===== src/rtl/json_string_unescape_decoder_core_assert.svh =====
// Assertion macros for the JSON string unescape decoder.
// Used by modules that have clk and rst_n in scope.
`ifndef JSON_STRING_UNESCAPE_DECODER_CORE_ASSERT_SVH
`define JSON_STRING_UNESCAPE_DECODER_CORE_ASSERT_SVH

// Same-cycle implication, checked out of reset.
`define JSU_ASSERT_IMP(label, cond, prop) \
    label: assert property (@(posedge clk) disable iff (!rst_n) (cond) |-> (prop)) \
        else $error("jsu: same-cycle check failed");

// Next-cycle implication, checked out of reset.
`define JSU_ASSERT_NXT(label, cond, prop) \
    label: assert property (@(posedge clk) disable iff (!rst_n) (cond) |=> (prop)) \
        else $error("jsu: next-cycle check failed");

`endif


===== src/rtl/jsu_pkg.sv =====
// Package for the JSON string unescape decoder: codes, command type, helpers.
// No dependencies.
package jsu_pkg;

    typedef enum logic [1:0] {
        PH_IDLE,
        PH_STR,
        PH_ESC,
        PH_HEX
    } phase_t;

    localparam logic [1:0] KIND_BYTE  = 2'd0;
    localparam logic [1:0] KIND_DONE  = 2'd1;
    localparam logic [1:0] KIND_ERROR = 2'd2;

    localparam logic [1:0] ERR_NO_QUOTE = 2'd0;
    localparam logic [1:0] ERR_END      = 2'd1;
    localparam logic [1:0] ERR_ESCAPE   = 2'd2;
    localparam logic [1:0] ERR_HEX      = 2'd3;

    localparam logic [7:0] CH_QUOTE = 8'h22;
    localparam logic [7:0] CH_BSLASH = 8'h5C;
    localparam logic [7:0] CH_SLASH = 8'h2F;
    localparam logic [7:0] CH_U     = 8'h75;

    localparam logic [15:0] CP_ONE_BYTE_LIMIT = 16'h0080;
    localparam logic [15:0] CP_TWO_BYTE_LIMIT = 16'h0800;
    localparam logic [7:0]  UTF8_CONT  = 8'h80;
    localparam logic [7:0]  UTF8_LEAD2 = 8'hC0;
    localparam logic [7:0]  UTF8_LEAD3 = 8'hE0;
    localparam logic [5:0]  UTF8_MASK6 = 6'h3F;

    localparam int QUEUE_DEPTH = 4;
    localparam int QPTR_W = $clog2(QUEUE_DEPTH);
    localparam int QCNT_W = $clog2(QUEUE_DEPTH + 1);

    // One queued request: up to three result items from one input byte.
    typedef struct packed {
        logic [1:0] last_idx;   // number of results minus one
        logic [1:0] kind;
        logic [1:0] err;
        logic [7:0] b0;
        logic [7:0] b1;
        logic [7:0] b2;
    } cmd_t;

    // {not_hex, value}
    function automatic logic [4:0] hex_decode(input logic [7:0] c);
        logic [7:0] d;
        logic [4:0] r;
        d = 8'h00;
        r = 5'h10;
        if (c >= 8'h30 && c <= 8'h39)
        begin
            d = c - 8'h30;
            r = {1'b0, d[3:0]};
        end
        else if (c >= 8'h61 && c <= 8'h66)
        begin
            d = c - 8'h57;
            r = {1'b0, d[3:0]};
        end
        else if (c >= 8'h41 && c <= 8'h46)
        begin
            d = c - 8'h37;
            r = {1'b0, d[3:0]};
        end
        return r;
    endfunction

    // {known, decoded byte} for single-letter escapes
    function automatic logic [8:0] esc_decode(input logic [7:0] c);
        logic [8:0] r;
        unique case (c)
            8'h22:   r = {1'b1, 8'h22};
            8'h5C:   r = {1'b1, 8'h5C};
            8'h2F:   r = {1'b1, 8'h2F};
            8'h62:   r = {1'b1, 8'h08};
            8'h66:   r = {1'b1, 8'h0C};
            8'h6E:   r = {1'b1, 8'h0A};
            8'h72:   r = {1'b1, 8'h0D};
            8'h74:   r = {1'b1, 8'h09};
            default: r = {1'b0, 8'h00};
        endcase
        return r;
    endfunction

endpackage


===== src/rtl/jsu_front.sv =====
// Front end: parses input bytes and builds result requests.
// Depends on jsu_pkg and the assertion header.
`include "json_string_unescape_decoder_core_assert.svh"

module jsu_front
    import jsu_pkg::*;
(
    input  logic       clk,
    input  logic       rst_n,
    input  logic       accept,
    input  logic [7:0] in_byte,
    input  logic       text_end,
    output logic       push,
    output cmd_t       cmd
);

    phase_t      phase_reg, phase_next;
    logic [1:0]  hex_cnt_reg, hex_cnt_next;
    logic [11:0] code_reg, code_next;   // first three hex digits

    logic [4:0]  hex;
    logic [8:0]  esc;
    logic [15:0] cp;
    logic        emit;

    assign hex = hex_decode(in_byte);
    assign esc = esc_decode(in_byte);
    assign cp  = {code_reg, hex[3:0]};
    assign push = accept && emit;

    always_ff @(posedge clk or negedge rst_n)
    begin
        if (!rst_n)
        begin
            phase_reg   <= PH_IDLE;
            hex_cnt_reg <= 2'd0;
            code_reg    <= 12'd0;
        end
        else if (accept)
        begin
            phase_reg   <= phase_next;
            hex_cnt_reg <= hex_cnt_next;
            code_reg    <= code_next;
        end
    end

    // next state
    always_comb
    begin
        phase_next   = phase_reg;
        hex_cnt_next = 2'd0;
        code_next    = 12'd0;
        unique case (phase_reg)
            PH_IDLE:
            begin
                if (!text_end && in_byte == CH_QUOTE)
                    phase_next = PH_STR;
            end
            PH_STR:
            begin
                if (text_end || in_byte == CH_QUOTE)
                    phase_next = PH_IDLE;
                else if (in_byte == CH_BSLASH)
                    phase_next = PH_ESC;
            end
            PH_ESC:
            begin
                if (text_end)
                    phase_next = PH_IDLE;
                else if (in_byte == CH_U)
                    phase_next = PH_HEX;
                else if (esc[8])
                    phase_next = PH_STR;
                else
                    phase_next = PH_IDLE;
            end
            PH_HEX:
            begin
                if (text_end || hex[4])
                    phase_next = PH_IDLE;
                else if (hex_cnt_reg == 2'd3)
                    phase_next = PH_STR;
                else
                begin
                    hex_cnt_next = hex_cnt_reg + 2'd1;
                    code_next    = {code_reg[7:0], hex[3:0]};
                end
            end
            default: phase_next = PH_IDLE;
        endcase
    end

    // request contents
    always_comb
    begin
        emit = 1'b0;
        cmd  = '{last_idx: 2'd0, kind: KIND_BYTE, err: 2'd0,
                 b0: 8'd0, b1: 8'd0, b2: 8'd0};
        unique case (phase_reg)
            PH_IDLE:
            begin
                if (!text_end && in_byte != CH_QUOTE)
                begin
                    emit     = 1'b1;
                    cmd.kind = KIND_ERROR;
                    cmd.err  = ERR_NO_QUOTE;
                end
            end
            PH_STR:
            begin
                if (text_end)
                begin
                    emit     = 1'b1;
                    cmd.kind = KIND_ERROR;
                    cmd.err  = ERR_END;
                end
                else if (in_byte == CH_QUOTE)
                begin
                    emit     = 1'b1;
                    cmd.kind = KIND_DONE;
                end
                else if (in_byte != CH_BSLASH)
                begin
                    emit   = 1'b1;
                    cmd.b0 = in_byte;
                end
            end
            PH_ESC:
            begin
                if (text_end)
                begin
                    emit     = 1'b1;
                    cmd.kind = KIND_ERROR;
                    cmd.err  = ERR_END;
                end
                else if (esc[8])
                begin
                    emit   = 1'b1;
                    cmd.b0 = esc[7:0];
                end
                else if (in_byte != CH_U)
                begin
                    emit     = 1'b1;
                    cmd.kind = KIND_ERROR;
                    cmd.err  = ERR_ESCAPE;
                end
            end
            PH_HEX:
            begin
                if (text_end)
                begin
                    emit     = 1'b1;
                    cmd.kind = KIND_ERROR;
                    cmd.err  = ERR_END;
                end
                else if (hex[4])
                begin
                    emit     = 1'b1;
                    cmd.kind = KIND_ERROR;
                    cmd.err  = ERR_HEX;
                end
                else if (hex_cnt_reg == 2'd3)
                begin
                    emit = 1'b1;
                    if (cp < CP_ONE_BYTE_LIMIT)
                        cmd.b0 = cp[7:0];
                    else if (cp < CP_TWO_BYTE_LIMIT)
                    begin
                        cmd.last_idx = 2'd1;
                        cmd.b0 = UTF8_LEAD2 | {3'd0, cp[10:6]};
                        cmd.b1 = UTF8_CONT | {2'd0, cp[5:0] & UTF8_MASK6};
                    end
                    else
                    begin
                        cmd.last_idx = 2'd2;
                        cmd.b0 = UTF8_LEAD3 | {4'd0, cp[15:12]};
                        cmd.b1 = UTF8_CONT | {2'd0, cp[11:6] & UTF8_MASK6};
                        cmd.b2 = UTF8_CONT | {2'd0, cp[5:0] & UTF8_MASK6};
                    end
                end
            end
            default: emit = 1'b0;
        endcase
    end

    `JSU_ASSERT_IMP(a_fr_hex_cnt_idle, phase_reg != PH_HEX, hex_cnt_reg == 2'd0)

endmodule


===== src/rtl/jsu_queue.sv =====
// Short request queue between the parser front end and the output back end.
// Depends on jsu_pkg and the assertion header.
`include "json_string_unescape_decoder_core_assert.svh"

module jsu_queue
    import jsu_pkg::*;
(
    input  logic clk,
    input  logic rst_n,
    input  logic push,
    input  cmd_t push_cmd,
    input  logic pop,
    output cmd_t head,
    output logic full,
    output logic empty
);

    cmd_t              entry_reg [QUEUE_DEPTH];
    logic [QPTR_W-1:0] wr_ptr_reg, rd_ptr_reg;
    logic [QCNT_W-1:0] count_reg;

    assign full  = (count_reg == QCNT_W'(QUEUE_DEPTH));
    assign empty = (count_reg == '0);
    assign head  = entry_reg[rd_ptr_reg];

    always_ff @(posedge clk)
    begin
        if (push)
            entry_reg[wr_ptr_reg] <= push_cmd;
    end

    always_ff @(posedge clk or negedge rst_n)
    begin
        if (!rst_n)
        begin
            wr_ptr_reg <= '0;
            rd_ptr_reg <= '0;
            count_reg  <= '0;
        end
        else
        begin
            if (push)
                wr_ptr_reg <= wr_ptr_reg + QPTR_W'(1);
            if (pop)
                rd_ptr_reg <= rd_ptr_reg + QPTR_W'(1);
            if (push && !pop)
                count_reg <= count_reg + QCNT_W'(1);
            else if (pop && !push)
                count_reg <= count_reg - QCNT_W'(1);
        end
    end

    `JSU_ASSERT_IMP(a_q_no_overflow, push, !full)
    `JSU_ASSERT_IMP(a_q_no_underflow, pop, !empty)

endmodule


===== src/rtl/jsu_back.sv =====
// Back end: expands queued requests into single results in an output register.
// Depends on jsu_pkg and the assertion header.
`include "json_string_unescape_decoder_core_assert.svh"

module jsu_back
    import jsu_pkg::*;
(
    input  logic       clk,
    input  logic       rst_n,
    input  cmd_t       head,
    input  logic       empty,
    output logic       pop,
    input  logic       out_stall,
    output logic       out_valid,
    output logic [7:0] out_byte,
    output logic [1:0] kind,
    output logic [1:0] error_code,
    output logic       last
);

    logic       out_valid_reg;
    logic [7:0] byte_reg;
    logic [1:0] kind_reg, err_reg;
    logic       last_reg;
    logic [1:0] idx_reg;

    logic       load;
    logic       is_last;
    logic [7:0] sel_byte;

    assign load    = !out_valid_reg || !out_stall;
    assign is_last = (idx_reg == head.last_idx);
    assign pop     = load && !empty && is_last;

    always_comb
    begin
        case (idx_reg)
            2'd0:    sel_byte = head.b0;
            2'd1:    sel_byte = head.b1;
            default: sel_byte = head.b2;
        endcase
    end

    always_ff @(posedge clk or negedge rst_n)
    begin
        if (!rst_n)
        begin
            out_valid_reg <= 1'b0;
            idx_reg       <= 2'd0;
        end
        else if (load)
        begin
            out_valid_reg <= !empty;
            if (!empty)
                idx_reg <= is_last ? 2'd0 : idx_reg + 2'd1;
        end
    end

    always_ff @(posedge clk)
    begin
        if (load && !empty)
        begin
            byte_reg <= sel_byte;
            kind_reg <= head.kind;
            err_reg  <= head.err;
            last_reg <= is_last;
        end
    end

    assign out_valid  = out_valid_reg;
    assign out_byte   = byte_reg;
    assign kind       = kind_reg;
    assign error_code = err_reg;
    assign last       = last_reg;

    `JSU_ASSERT_IMP(a_bk_zero_byte, out_valid_reg && kind_reg != KIND_BYTE, byte_reg == 8'd0)
    `JSU_ASSERT_IMP(a_bk_mid_request, idx_reg != 2'd0, !empty)
    `JSU_ASSERT_NXT(a_bk_hold_mid, idx_reg != 2'd0 && !load, idx_reg == $past(idx_reg))

endmodule


===== src/rtl/json_string_unescape_decoder_core.sv =====
// Top level of the JSON string unescape decoder.
// Depends on jsu_pkg, jsu_front, jsu_queue and jsu_back.
//
// Channel | Handshake              | Payload
// --------+------------------------+-----------------------------------------
// input   | in_valid / in_stall    | in_byte, text_end
// output  | out_valid / out_stall  | out_byte, kind, error_code, last
//
// One input byte is taken per cycle while the request queue has room.
// Each byte yields zero to three results; the back end sends one per cycle while
// out_stall is low, so a \uXXXX escape that becomes three UTF-8 bytes gives three results.
// in_stall is high only when the four-entry request queue is full.
// Output results sit in a register; a stalled result holds and the front
// keeps parsing until the queue fills. rst_n clears parser state and queue.

module json_string_unescape_decoder_core
    import jsu_pkg::*;
(
    input  logic       clk,
    input  logic       rst_n,
    input  logic       in_valid,
    output logic       in_stall,
    input  logic [7:0] in_byte,
    input  logic       text_end,
    output logic       out_valid,
    input  logic       out_stall,
    output logic [7:0] out_byte,
    output logic [1:0] kind,
    output logic [1:0] error_code,
    output logic       last
);

    logic accept;
    logic push, pop;
    logic q_full, q_empty;
    cmd_t push_cmd, head_cmd;

    // Stall on a full queue regardless of whether the byte makes a result.
    assign in_stall = q_full;
    assign accept   = in_valid && !in_stall;

    // Parser: phase machine plus hex gathering, builds at most one request per byte.
    jsu_front u_front (
        .clk      (clk),
        .rst_n    (rst_n),
        .accept   (accept),
        .in_byte  (in_byte),
        .text_end (text_end),
        .push     (push),
        .cmd      (push_cmd)
    );

    // Decouples parsing from output pacing.
    jsu_queue u_queue (
        .clk      (clk),
        .rst_n    (rst_n),
        .push     (push),
        .push_cmd (push_cmd),
        .pop      (pop),
        .head     (head_cmd),
        .full     (q_full),
        .empty    (q_empty)
    );

    // Serializer: one result per cycle out of the head request while out_stall is low.
    jsu_back u_back (
        .clk        (clk),
        .rst_n      (rst_n),
        .head       (head_cmd),
        .empty      (q_empty),
        .pop        (pop),
        .out_stall  (out_stall),
        .out_valid  (out_valid),
        .out_byte   (out_byte),
        .kind       (kind),
        .error_code (error_code),
        .last       (last)
    );

endmodule


===== config.mk =====
export PLATFORM = sky130hd
export DESIGN_NAME = json_string_unescape_decoder_core
export DESIGN_NICKNAME = d
export VERILOG_FILES = /design/src/rtl/jsu_pkg.sv /design/src/rtl/jsu_front.sv /design/src/rtl/jsu_queue.sv /design/src/rtl/jsu_back.sv /design/src/rtl/json_string_unescape_decoder_core.sv
export VERILOG_INCLUDE_DIRS = /design/src /design/src/rtl
export SDC_FILE = /design/constraint.sdc
export NUM_CORES = 1
export LEC_CHECK = 0
export ABC_AREA = 1
export BUFFER_PORTS_ARGS = -buffer_cell sky130_fd_sc_hd__buf_4
export CAP_MARGIN = 20
export CELL_PAD_IN_SITES_DETAIL_PLACEMENT = 0
export CELL_PAD_IN_SITES_GLOBAL_PLACEMENT = 2
export CORE_AREA = 2 2 127 129
export DETAILED_ROUTE_END_ITERATION = 8
export DIE_AREA = 0 0 129 131
export MAX_ROUTING_LAYER = met4
export PLACE_DENSITY_LB_ADDON = 0.1
export SYNTH_ARGS = -nofsm -noshare
export SYNTH_HDL_FRONTEND = slang
export SYNTH_SLANG_ARGS = --single-unit

===== constraint.sdc =====
create_clock -name clk -period 5 [get_ports clk]
set_input_delay 1.25 -clock clk [delete_from_list [all_inputs] [get_ports clk]]
set_output_delay 1.25 -clock clk [all_outputs]
set_load 0.01 [all_outputs]

Word-level counts from Yosys, hierarchy flattened
Memory sizes are Yosys's and may differ from the RTL's.
Index checks and enable logic that the tools add are counted.
{"block": "word_totals", "mem_bits_ro": 0, "elab_cells": 146, "output_inout_bits": 15, "latchBits": 0, "ff_bits": 39, "memories": 1, "input_bits": 13, "mem_bits_rw": 120}
{"block": "classes", "n_lt_le_gt_ge": 8, "div": 0, "bitwise_logic": 1, "add_sub_neg": 9, "n_reduce_logical": 27, "eq_ne": 22, "shift": 0, "n_mul": 0, "n_mux": 66}
{"memory": "u_queue.entry_reg", "depth": 4, "word_bits": 30, "read_ports": 1, "rd_clocked_by_memory_dff": 0, "write_ports": 1, "line_no": "jsu_queue.sv:18", "text": "cmd_t entry_reg [QUEUE_DEPTH];"}
{"operator": "$mux 24", "n": 3}
{"operator": "$pmux 9 s8", "n": 1}
{"operator": "$eq 8x7->1 const B", "n": 7}
{"operator": "$mux 8", "n": 7}
{"operator": "$mux 12", "n": 3}
{"operator": "$mux 2", "n": 18}
{"operator": "$mux 16", "n": 2}
{"operator": "$mux 4", "n": 6}
{"operator": "$pmux 8 s3", "n": 1}
{"operator": "$eq 8x6->1 const B", "n": 2}
{"operator": "$ge 8x7->1 const B", "n": 2}
{"operator": "$le 8x7->1 const B", "n": 2}
{"operator": "$lt 16x12->1 const B", "n": 1}
{"operator": "$lt 16x8->1 const B", "n": 1}
{"operator": "$ne 8x7->1 const B", "n": 2}
{"operator": "$pmux 4 s4", "n": 1}
{"operator": "$pmux 8 s2", "n": 1}
{"operator": "$mux 1", "n": 15}
{"operator": "$mux 5", "n": 3}
{"operator": "$mux 14", "n": 1}
{"operator": "$logic_and 1x1->1", "n": 11}
{"operator": "$add 2x1->2 const B", "n": 4}
{"operator": "$ge 8x6->1 const B", "n": 1}
{"operator": "$le 8x6->1 const B", "n": 1}
{"operator": "22 further kinds", "n": 37}

Longest topological paths before layout
Gate-level depths: netlist of the first run.
{"block": "depth", "depth_word": 13, "depth_mapped": 18, "mapped_depth_nobuf": 18}

Cells and area by module
A second synthesis of the first run with hierarchy kept.
{"block": "hier_totals", "cells_unflattened": 756, "area_unflattened_um2": 7742.4}
{"mod": "jsu_queue", "n_inst": 1, "area_per_inst_um2": 5247.5, "cells_each": 398, "seq_area_each_um2": 3778.6}
{"mod": "jsu_front", "n_inst": 1, "area_per_inst_um2": 1719.1, "cells_each": 276, "seq_area_each_um2": 400.4}
{"mod": "jsu_back", "n_inst": 1, "area_per_inst_um2": 765.7, "cells_each": 80, "seq_area_each_um2": 465.4}
{"mod": "json_string_unescape_decoder_core", "n_inst": 1, "area_per_inst_um2": 10.0, "cells_each": 2, "seq_area_each_um2": 0.0}

Worst setup path after synthesis of the first run
OpenSTA, ideal clock, no wires.
{"block": "synth_path", "path_type": "input to register", "from": "input port in_byte[0]", "to": "memory u_queue.entry_reg[0][0] in the netlist's numbering (enable)", "t_required_ns": 4.589, "arrival_time_ns": 3.464, "setup_slack_ns": 1.125, "n_path_buf": 0, "cell_stages": 11, "setup_ns": 0.411, "path_cell_list": "inv_1 > ha_1 > inv_1 > nand3_1 > nand3_4 > nand4_1 > nand2_1 > inv_1 > nand2_2 > nand2_4 > nor2_1"}
{"block": "synth_between", "elab_chain_len": 11, "word_cells_on_any_way": 38, "cone_classes": "order compare (6); eq/ne (11); mux (16); reduce/logical (5)"}
{"element": "start: declaration", "line_no": "json_string_unescape_decoder_core.sv:23", "text": "input logic [7:0] in_byte,"}
{"element": "$ge 8x7->1 or $le 8x7->1 (tied branches)", "line_no": "jsu_pkg.sv:63", "text": "else if (c >= 8'h41 && c <= 8'h46)"}
{"element": "$logic_and 1x1->1", "line_no": "jsu_pkg.sv:63"}
{"element": "$mux 5", "line_no": "jsu_pkg.sv:63"}
{"element": "$mux 5", "line_no": "jsu_pkg.sv:58", "text": "else if (c >= 8'h61 && c <= 8'h66)"}
{"element": "$mux 5", "line_no": "jsu_pkg.sv:53", "text": "if (c >= 8'h30 && c <= 8'h39)"}
{"element": "$mux 1", "line_no": "jsu_front.sv:156", "text": "else if (hex[4])"}
{"element": "$mux 1", "line_no": "jsu_front.sv:150", "text": "if (text_end)"}
{"element": "$pmux 1 s4 (*)", "line_no": "jsu_front.sv:99", "text": "unique case (phase_reg)"}
{"element": "$logic_and 1x1->1 (*)", "line_no": "jsu_front.sv:29", "text": "assign push = accept && emit;"}
{"element": "$mux 1 (*)", "line_no": "jsu_queue.sv:28", "text": "if (push)"}
{"element": "$mux 1 (implied by the code) (*)", "line_no": "jsu_queue.sv:29", "text": "entry_reg[wr_ptr_reg] <= push_cmd;"}
{"element": "end: declaration", "line_no": "jsu_queue.sv:18"}
Mark *: on every way between the ends. The rest lies on a longest branch, timed or not.

Worst setup path in the final report of the first run
{"block": "layout_path", "from": "input port in_byte[0]", "to": "register u_queue.count_reg[2]"}
{"block": "layout_between", "elab_chain_len": 12, "word_cells_on_any_way": 41, "cone_classes": "order compare (6); eq/ne (11); mux (15); reduce/logical (9)"}
{"element": "$ge 8x7->1 or $le 8x7->1 (tied branches)", "line_no": "jsu_pkg.sv:63"}
{"element": "$logic_and 1x1->1", "line_no": "jsu_pkg.sv:63"}
{"element": "$mux 5", "line_no": "jsu_pkg.sv:63"}
{"element": "$mux 5", "line_no": "jsu_pkg.sv:58"}
{"element": "$mux 5", "line_no": "jsu_pkg.sv:53"}
{"element": "$mux 1", "line_no": "jsu_front.sv:156"}
{"element": "$mux 1", "line_no": "jsu_front.sv:150"}
{"element": "$pmux 1 s4 (*)", "line_no": "jsu_front.sv:99"}
{"element": "$logic_and 1x1->1 (*)", "line_no": "jsu_front.sv:29"}
{"element": "named net push", "line_no": "json_string_unescape_decoder_core.sv:34", "text": "logic push, pop;"}
{"element": "$logic_not 1->1", "line_no": "jsu_queue.sv:48", "text": "else if (pop && !push)"}
{"element": "$logic_and 1x1->1", "line_no": "jsu_queue.sv:48"}
{"element": "$reduce_bool 2->1 (no line)"}
{"element": "end signal: assignment", "line_no": "jsu_queue.sv:47", "text": "count_reg <= count_reg + QCNT_W'(1);"}
{"element": "end signal: assignment", "line_no": "jsu_queue.sv:49", "text": "count_reg <= count_reg - QCNT_W'(1);"}
{"element": "end: declaration", "line_no": "jsu_queue.sv:20", "text": "logic [QCNT_W-1:0] count_reg;"}
The timed path passes the listed nets; every way through them passes the cells marked *.
A chain may end at the register's enable or synchronous reset.

==> results of run 1 <==
cell type report:
cell class / instances / area (um^2) / area share
Sequential cell: 147 / 4280 / 0.548
Multi-Input combinational cell: 391 / 2080 / 0.267
Clock buffer: 22 / 444 / 0.0568
Timing Repair Buffer: 36 / 295 / 0.0378
Tap cell: 216 / 270 / 0.0346
Inverter: 61 / 231 / 0.0296
Clock inverter: 10 / 204 / 0.0261
synthesized netlist by cell type (all sizes together):
library cell and count:
xnor2 2, ha 12, nor2 89, o2111ai 1
buf 6, mux2 1, a21oi 12, xor2 4
o21ai 63, nand4 8, edfxtp 121, o31ai 2
nand2 102, o22ai 41, nor3 3, inv 61
dfrtp 26, o311ai 1, nand3b 2, clkbuf 17
nand3 40, o221ai 2, fa 1, a21boi 1
a22oi 4
per-layer routing:
metal  track usage  vias up  wire (um)
met5             -        -          0
met4        0.0946        0        560
met3        0.0493       28        711
met2         0.298      137       7160
met1         0.278     2264       7460
li1              -     2241          -
logic make-up after synthesis:
family	count (synthesis)	synth area share
simple gates	244	0.165
fa+ha+maj	13	0.0254
xor+xnor	6	0.00785
buf+inv	84	0.0501
mux	1	0.00168
compound gates	127	0.110
flops	147	0.640
power by group through the flow:
stage	logic [W]	registers, W	clock network (W)
floorplan	0.000879	0.00182	0
global placement	0.00140	0.00180	0
detailed placement	0.00142	0.00180	0
CTS	0.00143	0.00178	0.00142
global route	0.00159	0.00180	0.00147
finish	0.00141	0.00177	0.00140
how the worst max path moves through the flow:
stage / end / cells past startpoint / start / slack [ns]
after floorplan: u_queue.entry_reg[0][0]$_DFFE_PP_ / 11 / in_byte[0] / 1.12
after global placement: u_queue.count_reg[2]$_DFFE_PN0P_ / 18 / in_byte[0] / 1.17
after detailed placement: u_queue.count_reg[2]$_DFFE_PN0P_ / 18 / in_byte[0] / 1.16
after CTS: u_queue.count_reg[2]$_DFFE_PN0P_ / 18 / in_byte[0] / 1.61
after global routing: u_queue.count_reg[2]$_DFFE_PN0P_ / 19 / in_byte[0] / 1.37
final: u_queue.count_reg[2]$_DFFE_PN0P_ / 18 / in_byte[0] / 1.59
worst max-delay path: stages:
cell,delay [ns]
buf_4,0.10
inv_1,0.10
ha_1,0.25
inv_1,0.08
nand3_1,0.11
nand3_4,0.16
nand4_1,0.22
nand2_1,0.12
inv_1,0.05
nand2_2,0.09
nand2_4,0.11
inv_1,0.09
ha_1,0.13
inv_1,0.06
fa_1,0.38
a21oi_1,0.14
o21ai_0,0.11
xor2_1,0.15
metrics by stage:
step	hold slack [ns]	setup slack [ns]	utilization	cells	total power, W
after floorplan	0.457	1.12	-	622	0.00270
after global placement	0.471	1.17	0.459	851	0.00320
after detailed placement	0.488	1.16	0.459	851	0.00322
after CTS	0.502	1.61	0.501	883	0.00462
after global routing	0.531	1.37	0.501	883	0.00486
final	0.500	1.59	0.501	883	0.00458
==> out/metrics.csv, run 1 <==
stage,metric,value,unit
global_routing,overflow,0,
die,start_util,0.429,
pwr,comb_power_share,0.308,
cells_and_area,antenna_cells,0,
pwr,sw_frac_of_total,0.330,
setup_path,crit_required,5.30,ns
min_path,hold_class,register to register,
setup_path,r2r_end,u_queue.count_reg[2]$_DFFE_PN0P_,
yosys,syn_area_per_cell,10.8,um^2
pwr,p_sw,0.00151,W
clocking,clk_pin_slew_worst_paths,0.06,ns
timing,rsz0062_at_grt,false,
routing,avgRoutedWirePerCell,18.0,um
die,rows,46,
clocking,cts_hold_buf,0,
yosys,synthTopCellsByArea,"edfxtp_1 54%, dfrtp_1 9.7%, nand2_1 5.3%",
yosys,synthCells,622,
global_routing,grt_pass1_wl,24.9,mm
setup_path,crit_arrival,3.71,ns
die,pin_count,28,
min_path,min_to,u_front.hex_cnt_reg[1]$_DFFE_PN0P_,
clocking,cts_buffer_depth,2,
cells_and_area,final_cell_mix,"121 x edfxtp_1, 94 x nand2_1, 79 x nor2_1, 61 x o21ai_0, 54 x inv_1",
timing,slew_violations,0,
setup_path,cp_max_fo,9,
placed_design,dp_hpwl,10.3,mm
yosys,yosysTopAreaCellShare,0.543,
clocking,cts_root_buf,clkbuf_16,
timing,min_period_over_period,0.683,
timing,max_slew_margin,0.365,
pwr,ir_drop,0.343,mV
clocking,cts_buffers,17,
global_routing,grt_antenna_before_repair,0,
setup_path,ff2ff_setup_slack,1.92,ns
global_routing,grtUsageTotal,0.207,
timing,worstMarginPinSlew,0.953,ns
yosys,ys_seq_elements,147,
placed_design,place_congestion,0.901,
timing,post-route-min-period,3.41,ns
placed_design,placed_cell_area,7170,um^2
yosys,yosysSeqAreaShare,0.640,
job,cap_viol_max_count,0,
clocking,cts_setup_buffers,0,
timing,finalSetupViolations,0,
cells_and_area,fillCellCount,1409,
setup_path,crit_path_end_kind,register,
min_path,hold_depth,2,
global_routing,grt_pass1_vias,4458,
clocking,cts_tree,yes,
cells_and_area,area_delta_synth_final,16.7,%
yosys,yosysWarnings,0,
setup_path,criticalPathCategory,input pin to register,
clocking,cts_resized,0,
yosys,synth_top_area_cell,edfxtp_1,
cells_and_area,largest_register_ffs,108,
setup_path,r2r_cells,14,
timing,fmax,293,MHz
timing,hold_viol_final,0,
routing,drcViolationCount,0,
global_routing,grt_max_degree,57,
die,core_area,15600,um^2
timing,setup-tns-final,0,ns
clocking,cts_max_level,4,
pwr,p_seq_frac,0.387,
pwr,p_leak,3.00,nW
routing,drt-initial-drc-count,470,
routing,routed_via_density,5.29,
placed_design,port_buffers,27,
pwr,internal_power,0.00307,W
setup_path,regToRegStartpoint,u_queue.rd_ptr_reg[0]$_DFFE_PN0P_,
cells_and_area,drive_gt1_frac,0.141,
yosys,synth_fp_nets,648,
routing,firstDrtPassIters,5,
die,die_h,131,um
setup_path,critPathLaunchType,input pin,
routing,via_count,4670,
timing,clock_skew,0.00926,ns
yosys,syn_area,6690,um^2
cells_and_area,mostFrequentLayoutCell,edfxtp_1,
routing,antenna_left,0,
yosys,synth.distinct_cells,39,
die,die_w,129,um
clocking,clk_latency,0.42,ns
pwr,clkPwrFrac,0.305,
cells_and_area,fin_area,7810,um^2
cells_and_area,layout.nets,680,
die,dieArea,16900,um^2
pwr,power_density,587,nW/um^2
outcome,status,"finished, final reports clean",
min_path,hold_start,u_front.hex_cnt_reg[1]$_DFFE_PN0P_,
clocking,clock_sinks,147,
routing,wirelength,15.9,mm
No activity file was read; power rests on OpenSTA's default activity.
==> run 2: changes to the inputs <==
--- a/config.mk
+++ b/config.mk
@@ -6,14 +6,14 @@
 export SDC_FILE = /design/constraint.sdc
 export NUM_CORES = 1
 export LEC_CHECK = 0
-export ABC_AREA = 1
+export ABC_AREA = 0
 export BUFFER_PORTS_ARGS = -buffer_cell sky130_fd_sc_hd__buf_4
 export CAP_MARGIN = 20
 export CELL_PAD_IN_SITES_DETAIL_PLACEMENT = 0
 export CELL_PAD_IN_SITES_GLOBAL_PLACEMENT = 2
-export CORE_AREA = 2 2 127 129
+export CORE_AREA = 2 2 131 133
 export DETAILED_ROUTE_END_ITERATION = 8
-export DIE_AREA = 0 0 129 131
+export DIE_AREA = 0 0 133 135
 export MAX_ROUTING_LAYER = met4
 export PLACE_DENSITY_LB_ADDON = 0.1
 export SYNTH_ARGS = -nofsm -noshare
==> constraint.sdc (replaced) <==
create_clock -name clk -period 3 [get_ports clk]
set_input_delay 0.75 -clock clk [delete_from_list [all_inputs] [get_ports clk]]
set_output_delay 0.75 -clock clk [all_outputs]
set_load 0.01 [all_outputs]
==> run 2 against run 1 <==
- routed wire length decreased by 7.5%
- combinational power increased by 53%
- register-to-register slack got worse by 1.5 ns
- setup slack got worse by 1.5 ns
- clock power increased by 40%
- highest routed layer unchanged
- die area increased by 6.2%
- critical endpoint is now u_queue.count_reg[1]$_DFFE_PN0P_
- via count decreased by 16%
- final cell count decreased by 16%
- first-iteration DRC count decreased by 56%
==> out/metrics.csv, run 2 <==
stage,metric,value,unit,change
outcome,status,"finished, final reports clean",,
yosys,synth_top_area_cell,edfxtp_1,,
global_routing,grtUsageTotal,0.182,,-0.0245
die,dieArea,18000,um^2,+6.2%
yosys,yosysSeqAreaShare,0.648,,+0.00750
pwr,p_sw,0.00205,W,+36%
routing,via_count,3945,,-16%
yosys,ys.flop_type,edfxtp_1,,
cells_and_area,layout.nets,533,,-22%
cells_and_area,antenna_cells,0,,unchanged
clocking,cts_root_buf,clkbuf_16,,
pwr,sw_frac_of_total,0.293,,-0.0370
yosys,synth.distinct_cells,68,,+74%
routing,drt-initial-drc-count,208,,-56%
min_path,hold_class,input pin to asynchronous set/reset pin,,
yosys,syn_area,6620,um^2,-1.2%
clocking,cts_resized,0,,unchanged
timing,max_slew_margin,0.583,,+0.219
cells_and_area,largest_register_ffs,108,,unchanged
routing,antenna_left,0,,unchanged
clocking,clk_pin_slew_worst_paths,0.06,ns,about the same
placed_design,place_congestion,0.869,,-3.6%
yosys,yosysTopAreaCellShare,0.549,,+0.00636
setup_path,criticalPathCategory,input pin to register,,
setup_path,crit_chain,buf_4 -> or4b_4 -> a311oi_4 -> nor2_2 -> o311a_1 -> o31a_4 -> ha_4 -> inv_2 -> fa_2 -> mux2_2,,
cells_and_area,mostFrequentLayoutCell,edfxtp_1,,
setup_path,crit_path_start,in_byte[7],,
yosys,syn_area_per_cell,15.7,um^2,+46%
pwr,comb_power_share,0.308,,about the same
yosys,synth_fp_nets,447,,-31%
yosys,netlist_top_cells_count,"121 x edfxtp_1, 27 x mux4_2, 26 x dfrtp_1, 19 x nand2_1, 18 x o21ai_0",,
setup_path,regToRegStartpoint,u_queue.rd_ptr_reg[0]$_DFFE_PN0P_,,
cells_and_area,drive_gt1_frac,0.329,,+0.188
cells_and_area,utilization,0.492,,-0.00893
pwr,power_density,869,nW/um^2,+48%
global_routing,grt.busiest_layer,met2,,
clocking,cts_hold_buf,0,,unchanged
routing,firstDrtPassIters,5,,unchanged
setup_path,crit_path_max_incr_delay,0.55,ns,+0.17 ns
cells_and_area,final_cell_mix,"121 x edfxtp_1, 83 x buf_4, 27 x mux4_2, 25 x dfrtp_1, 19 x nand2_1",,
global_routing,grt_max_degree,28,,-51%
yosys,synthArstFlopShare,0.177,,unchanged
clocking,clk_latency,0.41,ns,about the same
global_routing,grt_use_met1,0.239,,-0.0392
setup_path,critPathLaunchType,input pin,,
timing,rsz0062_at_grt,false,,
timing,post-route-min-period,2.94,ns,
timing,min_period_over_period,0.981,,
global_routing,grt_pass1_vias,4244,,-4.8%
placed_design,dp_hpwl,10.1,mm,-2.4%
job,cap_viol_max_count,0,,unchanged
die,start_util,0.403,,-0.0259
timing,slew_violations,0,,unchanged
setup_path,crit_path_end_kind,register,,
pwr,clkPwrFrac,0.279,,-0.026
yosys,synthTopCellsByArea,"edfxtp_1 55%, dfrtp_1 9.8%, mux4_2 9.2%",,
placed_design,port_buffers,27,,unchanged
yosys,ys_seq_elements,147,,unchanged
timing,hold_viol_final,0,,unchanged
routing,routed_via_density,5.33,,+0.80%
setup_path,ff2ff_setup_slack,0.44,ns,-1.48 ns
yosys,synthCells,421,,-32%
global_routing,grt_use_met2,0.289,,-0.00916
die,die_w,133,um,+3.1%
pwr,internal_power,0.00496,W,+62%
yosys,synth_edf_count,121,,unchanged
die,core_area,16400,um^2,+5.2%
global_routing,grt_antenna_before_repair,0,,unchanged
timing,worstMarginPinSlew,0.619,ns,-0.335 ns
pwr,p_seq_frac,0.413,,+0.026
routing,avgRoutedWirePerCell,19.9,um,+10%
yosys,yosysWarnings,0,,unchanged
clocking,cts_buffer_depth,2,,unchanged
setup_path,crit_arrival,3.24,ns,-0.47 ns
global_routing,overflow,0,,unchanged
clocking,cts_tree,yes,,
clocking,cts_setup_buffers,0,,unchanged
pwr,p_leak,2.94,nW,-2.2%
timing,fmax,340,MHz,
global_routing,use_met3,0.0383,,-0.0110
die,rows,47,,+2.2%
die,die_h,135,um,+3.1%
clocking,cts_max_level,4,,unchanged
routing,drcViolationCount,0,,unchanged
setup_path,cp_max_fo,3,,-6
pwr,ir_drop,0.392,mV,+14%
timing,clock_skew,0.00897,ns,-0.000283 ns
timing,finalSetupViolations,0,,unchanged
setup_path,cp_slowest_cell,or4b_4,,
timing,setup-tns-final,0,ns,unchanged
clocking,clock_sinks,147,,unchanged
yosys,synth_most_common_cell,edfxtp_1,,
routing,wirelength,14.7,mm,-7.5%
clocking,cts_buffers,17,,unchanged
cells_and_area,area_delta_synth_final,22.0,%,
die,pin_count,28,,unchanged
setup_path,crit_required,3.30,ns,-2.00 ns
global_routing,grt_pass1_wl,23.8,mm,-4.4%
==> run 2: metrics by stage <==
stage	instance area, um^2	total power [W]	instances	setup slack, ns	hold WS, ns
finish	8070	0.00702	740	0.0584	0.274
global route	8070	0.00741	740	0.00977	0.291
CTS	8070	0.00712	740	0.0665	0.272
detailed placement	7520	0.00516	708	-0.376	0.479
global placement	7520	0.00512	708	-0.351	0.473
floorplan	6660	0.00431	421	-0.390	0.454
==> run 2: critical path: cells and delay by family <==
family,cells,cell delay (ns)
compound gates,3,0.86
buf+inv,2,0.17
simple gates,2,0.63
fa+ha+maj,2,0.58
mux,1,0.26
==> run 2: routing by layer <==
layer | up-vias | part of all wire
met5 | - | 0
met4 | 0 | 0.010
met3 | 13 | 0.029
met2 | 63 | 0.49
met1 | 2026 | 0.47
li1 | 1843 | -
==> run 2: area by class of cell <==
class | count | area [um^2]
tap | 220 | 275
timing repair buffer | 87 | 703
inverter | 15 | 56.3
multi-input combinational | 239 | 2200
sequential | 147 | 4290
fill | 1422 | 8330
clock inverter | 10 | 85.1
clock buffer | 22 | 464
==> run 2: cell families (layout without fill, tap and decap cells) <==
| kind of cell | Yosys count | in the layout | synth area share |
|---|---|---|---|
| AO/OA/AOI/OAI | 87 | 87 | 0.103 |
| multiplexers | 33 | 33 | 0.102 |
| buffers and inverters | 35 | 134 | 0.0244 |
| XOR/XNOR | 11 | 11 | 0.0146 |
| adder cells (fa/ha/maj) | 13 | 13 | 0.0257 |
| AND/OR/NAND/NOR | 95 | 95 | 0.0823 |
| flip-flops | 147 | 147 | 0.648 |
==> run 2: path summary, 6_finish.rpt <==
| path | endpoint | cells after the start |
|---|---|---|
| max in group asynchronous | u_queue.rd_ptr_reg[0]$_DFFE_PN0P_ | 1 |
| worst min register to register | u_queue.count_reg[2]$_DFFE_PN0P_ | 1 |
| worst min-delay path | u_front.code_reg[4]$_DFFE_PN0P_ | 1 |
| worst max register to register | u_queue.count_reg[1]$_DFFE_PN0P_ | 8 |
| min in group clk | u_queue.count_reg[2]$_DFFE_PN0P_ | 1 |
| worst max-delay path | u_queue.count_reg[1]$_DFFE_PN0P_ | 10 |
==> run 2: power groups by stage <==
stage	Combinational, W	Clock, W	Sequential, W
4_1_cts	0.00222	0.00200	0.00291
5_1_grt	0.00237	0.00209	0.00295
3_3_place_gp	0.00220	0	0.00293
2_1_floorplan	0.00138	0	0.00293
6_report	0.00216	0.00196	0.00290
3_5_place_dp	0.00221	0	0.00295
==> run 3: changes to the inputs <==
--- a/config.mk
+++ b/config.mk
@@ -11,11 +11,12 @@
 export CAP_MARGIN = 20
 export CELL_PAD_IN_SITES_DETAIL_PLACEMENT = 0
 export CELL_PAD_IN_SITES_GLOBAL_PLACEMENT = 2
-export CORE_AREA = 2 2 131 133
+export CORE_AREA = 2 2 128 130
 export DETAILED_ROUTE_END_ITERATION = 8
-export DIE_AREA = 0 0 133 135
+export DIE_AREA = 0 0 130 132
 export MAX_ROUTING_LAYER = met4
 export PLACE_DENSITY_LB_ADDON = 0.1
 export SYNTH_ARGS = -nofsm -noshare
 export SYNTH_HDL_FRONTEND = slang
+export SYNTH_HIERARCHICAL = 1
 export SYNTH_SLANG_ARGS = --single-unit
==> constraint.sdc (replaced) <==
create_clock -name clk -period 2.9 [get_ports clk]
set_input_delay 0.725 -clock clk [delete_from_list [all_inputs] [get_ports clk]]
set_output_delay 0.725 -clock clk [all_outputs]
set_load 0.01 [all_outputs]
==> run 3 against run 2 <==
- sequential share of layout area increased by 0.81 points
- flip-flop and latch count rose by 12
- non-clock buffer count increased by 5
- via count up 8.0%
- combinational power grew 12%
- sequential power rose by 15%
- register-to-register slack lost 0.23 ns
- first-iteration DRC count up 64%
- hold slack worse by 0.056 ns
- critical endpoint is now u_queue/count_reg[2]$_DFFE_PN0P_
- largest cell class unchanged
==> out/metrics.csv, run 3 <==
stage,metric,value,unit,change
global_routing,overflow,0,,unchanged
routing,drcViolationCount,0,,unchanged
global_routing,grtUsageTotal,0.198,,+0.0156
routing,firstDrtPassIters,4,,-1
timing,min_period_over_period,0.960,,
die,pin_count,28,,unchanged
yosys,yosysWarnings,6,,+6
clocking,clk_latency,0.41,ns,about the same
placed_design,place_ws,-0.301,ns,+0.0751 ns
setup_path,criticalPathCategory,input pin to register,,
cells_and_area,largest_register_ffs,120,,+11%
die,die_w,130,um,-2.3%
placed_design,place_congestion,0.846,,-2.6%
die,core_area,15700,um^2,-4.2%
cells_and_area,area_delta_synth_final,20.6,%,
yosys,yosysTopAreaCellShare,0.559,,+0.00985
timing,layout_setup_ws,0.115,ns,+0.0571 ns
timing,rsz0062_at_grt,false,,
routing,routed_via_density,5.41,,+1.6%
setup_path,r2r_cells,11,,+3
clocking,cts_tree,yes,,
routing,via_count,4261,,+8.0%
cells_and_area,fillCellCount,1297,,-8.8%
yosys,syn_area,7140,um^2,+8.0%
timing,clock_skew,0.0117,ns,+0.00272 ns
timing,finalSetupViolations,0,,unchanged
die,start_util,0.455,,+0.0514
global_routing,grt_pass1_wl,24.7,mm,+3.9%
placed_design,placed_cell_area,8030,um^2,+6.7%
cells_and_area,mostFrequentLayoutCell,edfxtp_1,,
pwr,p_leak,3.20,nW,+8.9%
clocking,clock_sinks,159,,+8.2%
global_routing,grt_antenna_before_repair,0,,unchanged
placed_design,port_buffers,27,,unchanged
setup_path,crit_arrival,3.12,ns,-0.12 ns
yosys,synthArstFlopShare,0.164,,-0.0133
yosys,synth.distinct_cells,68,,unchanged
timing,slew_violations,0,,unchanged
yosys,netlist_top_cells_count,"133 x edfxtp_1, 39 x nand2_1, 34 x nor2_1, 28 x mux4_2, 26 x dfrtp_1",,
yosys,ys.flop_type,edfxtp_1,,
cells_and_area,antenna_cells,0,,unchanged
cells_and_area,final_cell_mix,"133 x edfxtp_1, 88 x buf_4, 39 x nand2_1, 34 x nor2_1, 28 x mux4_2",,
timing,worstMarginPinSlew,0.581,ns,-0.0375 ns
cells_and_area,fin_area,8620,um^2,+6.8%
yosys,synth_top_area_cell,edfxtp_1,,
yosys,yosysSeqAreaShare,0.650,,+0.00258
cells_and_area,drive_gt1_frac,0.306,,-0.0224
timing,hold_viol_final,0,,unchanged
job,cap_viol_max_count,0,,unchanged
routing,wirelength,15.2,mm,+3.4%
clocking,cts_buffers,17,,unchanged
clocking,cts_root_buf,clkbuf_16,,
global_routing,grt_pass1_vias,4444,,+4.7%
clocking,cts_max_level,4,,unchanged
timing,holdWs,0.218,ns,-0.0555 ns
die,die_h,132,um,-2.2%
setup_path,crit_required,3.24,ns,-0.06 ns
routing,avgRoutedWirePerCell,19.3,um,-2.8%
die,rows,46,,-2.1%
die,dieArea,17200,um^2,-4.4%
clocking,clk_pin_slew_worst_paths,0.06,ns,about the same
pwr,ir_drop,0.461,mV,+18%
yosys,synthTopCellsByArea,"edfxtp_1 56%, dfrtp_1 9.1%, mux4_2 8.8%",,
pwr,power_density,922,nW/um^2,+6.0%
cells_and_area,layout.nets,584,,+9.6%
min_path,hold_class,input pin to asynchronous set/reset pin,,
outcome,status,"finished, final reports clean",,
clocking,cts_buffer_depth,2,,unchanged
timing,max_slew_margin,0.613,,+0.0293
yosys,syn_area_per_cell,15.2,um^2,-3.3%
setup_path,cp_max_fo,3,,unchanged
routing,drt-initial-drc-count,341,,+64%
routing,antenna_left,0,,unchanged
yosys,ys_seq_elements,159,,+8.2%
timing,post-route-min-period,2.78,ns,
setup_path,crit_path_end_kind,register,,
setup_path,critPathLaunchType,input pin,,
timing,fmax,359,MHz,
cells_and_area,utilization,0.549,,+0.0565
placed_design,dp_hpwl,10.4,mm,+3.3%
yosys,synth_most_common_cell,edfxtp_1,,
global_routing,grt_max_degree,31,,+11%
yosys,synth_edf_count,133,,+9.9%
yosys,synthCells,470,,+12%
[run 3: cell types whose count changed in the layout (fill, tap and decap cells not counted), moves of 5 or more]
cell and change:
a22o_1 -5, xor2_1 +5, xnor2_1 -7, nand2_1 +20
edfxtp_1 +12, a221o_1 -6, buf_4 +5, o21ai_0 -9
nor2b_1 -8, nor2_1 +19
[run 3: final timing paths]
check / from / end / slack, ns
max: in_byte[0] / u_queue/count_reg[2]$_DFFE_PN0P_ / 0.12
min: rst_n / u_back/idx_reg[1]$_DFFE_PN0P_ / 0.22
max reg2reg: u_queue/rd_ptr_reg[0]$_DFFE_PN0P_ / u_queue/count_reg[2]$_DFFE_PN0P_ / 0.21
min reg2reg: u_front/hex_cnt_reg[0]$_DFFE_PN0P_ / u_front/hex_cnt_reg[0]$_DFFE_PN0P_ / 0.49
max in group asynchronous: rst_n / u_queue/rd_ptr_reg[0]$_DFFE_PN0P_ / 2.38
min in group clk: u_front/hex_cnt_reg[0]$_DFFE_PN0P_ / u_front/hex_cnt_reg[0]$_DFFE_PN0P_ / 0.49
[run 3: report_power, final]
part	leakage [nW]	switching (W)	internal, W
combinational	1.33	0.00128	0.00113
clock	0.279	0.000849	0.00135
sequential	1.60	0.000212	0.00312
[run 3: layout make-up]
| type | count | area, um^2 | share of cell area |
|---|---|---|---|
| Timing Repair Buffer | 92 | 741 | 0.0859 |
| Sequential cell | 159 | 4650 | 0.539 |
| Multi-Input combinational cell | 273 | 2320 | 0.270 |
| Inverter | 15 | 56.3 | 0.00653 |
| Tap cell | 216 | 270 | 0.0314 |
| Clock inverter | 11 | 141 | 0.0164 |
| Clock buffer | 21 | 440 | 0.0511 |
[run 3: metrics by stage]
stage / setup TNS (ns) / std cells / power [W]
after global routing: 0 / 787 / 0.00839
after global placement: -5.62 / 754 / 0.00579
after detailed placement: -10.94 / 754 / 0.00582
after CTS: 0 / 786 / 0.00803
after floorplan: -0.346 / 471 / 0.00503
final: 0 / 787 / 0.00794
[run 3: what timing repair did]
item / in CTS / in global routing
endpoints found under the hold margin: 0 / 0
endpoints found under the setup margin: 0 / 1
hold buffers: 0 / 0
setup buffers: 0 / 1
resized for setup: 0 / 1
[run 3: routing by layer]
layer / vias up / global-route usage / wire [um]
li1: 2001 / - / -
met1: 2159 / 0.276 / 7230
met4: 0 / 0.0579 / 170
met3: 12 / 0.0386 / 518
met5: - / - / 0
met2: 89 / 0.297 / 7290
[run 3: logic make-up after synthesis]
group / count (synthesis) / synth area share
multiplexers: 33 / 0.100
AO/OA/AOI/OAI: 80 / 0.0807
buffers and inverters: 39 / 0.0322
other: 1 / 0.000525
XOR/XNOR: 9 / 0.0110
adder cells (fa/ha/maj): 13 / 0.0238
flip-flops: 159 / 0.650
AND/OR/NAND/NOR: 136 / 0.101
[run 3: worst max-delay path: stages]
cell and delay [ns]:
buf_4 0.09, inv_1 0.05, ha_1 0.21, nor3b_1 0.14
buf_4 0.14, a21oi_2 0.16, nor2_1 0.06, a211o_1 0.28
a41oi_2 0.23, ha_2 0.22, inv_2 0.04, fa_1 0.36
xor2_1 0.15, nor2_1 0.11, xor2_1 0.16
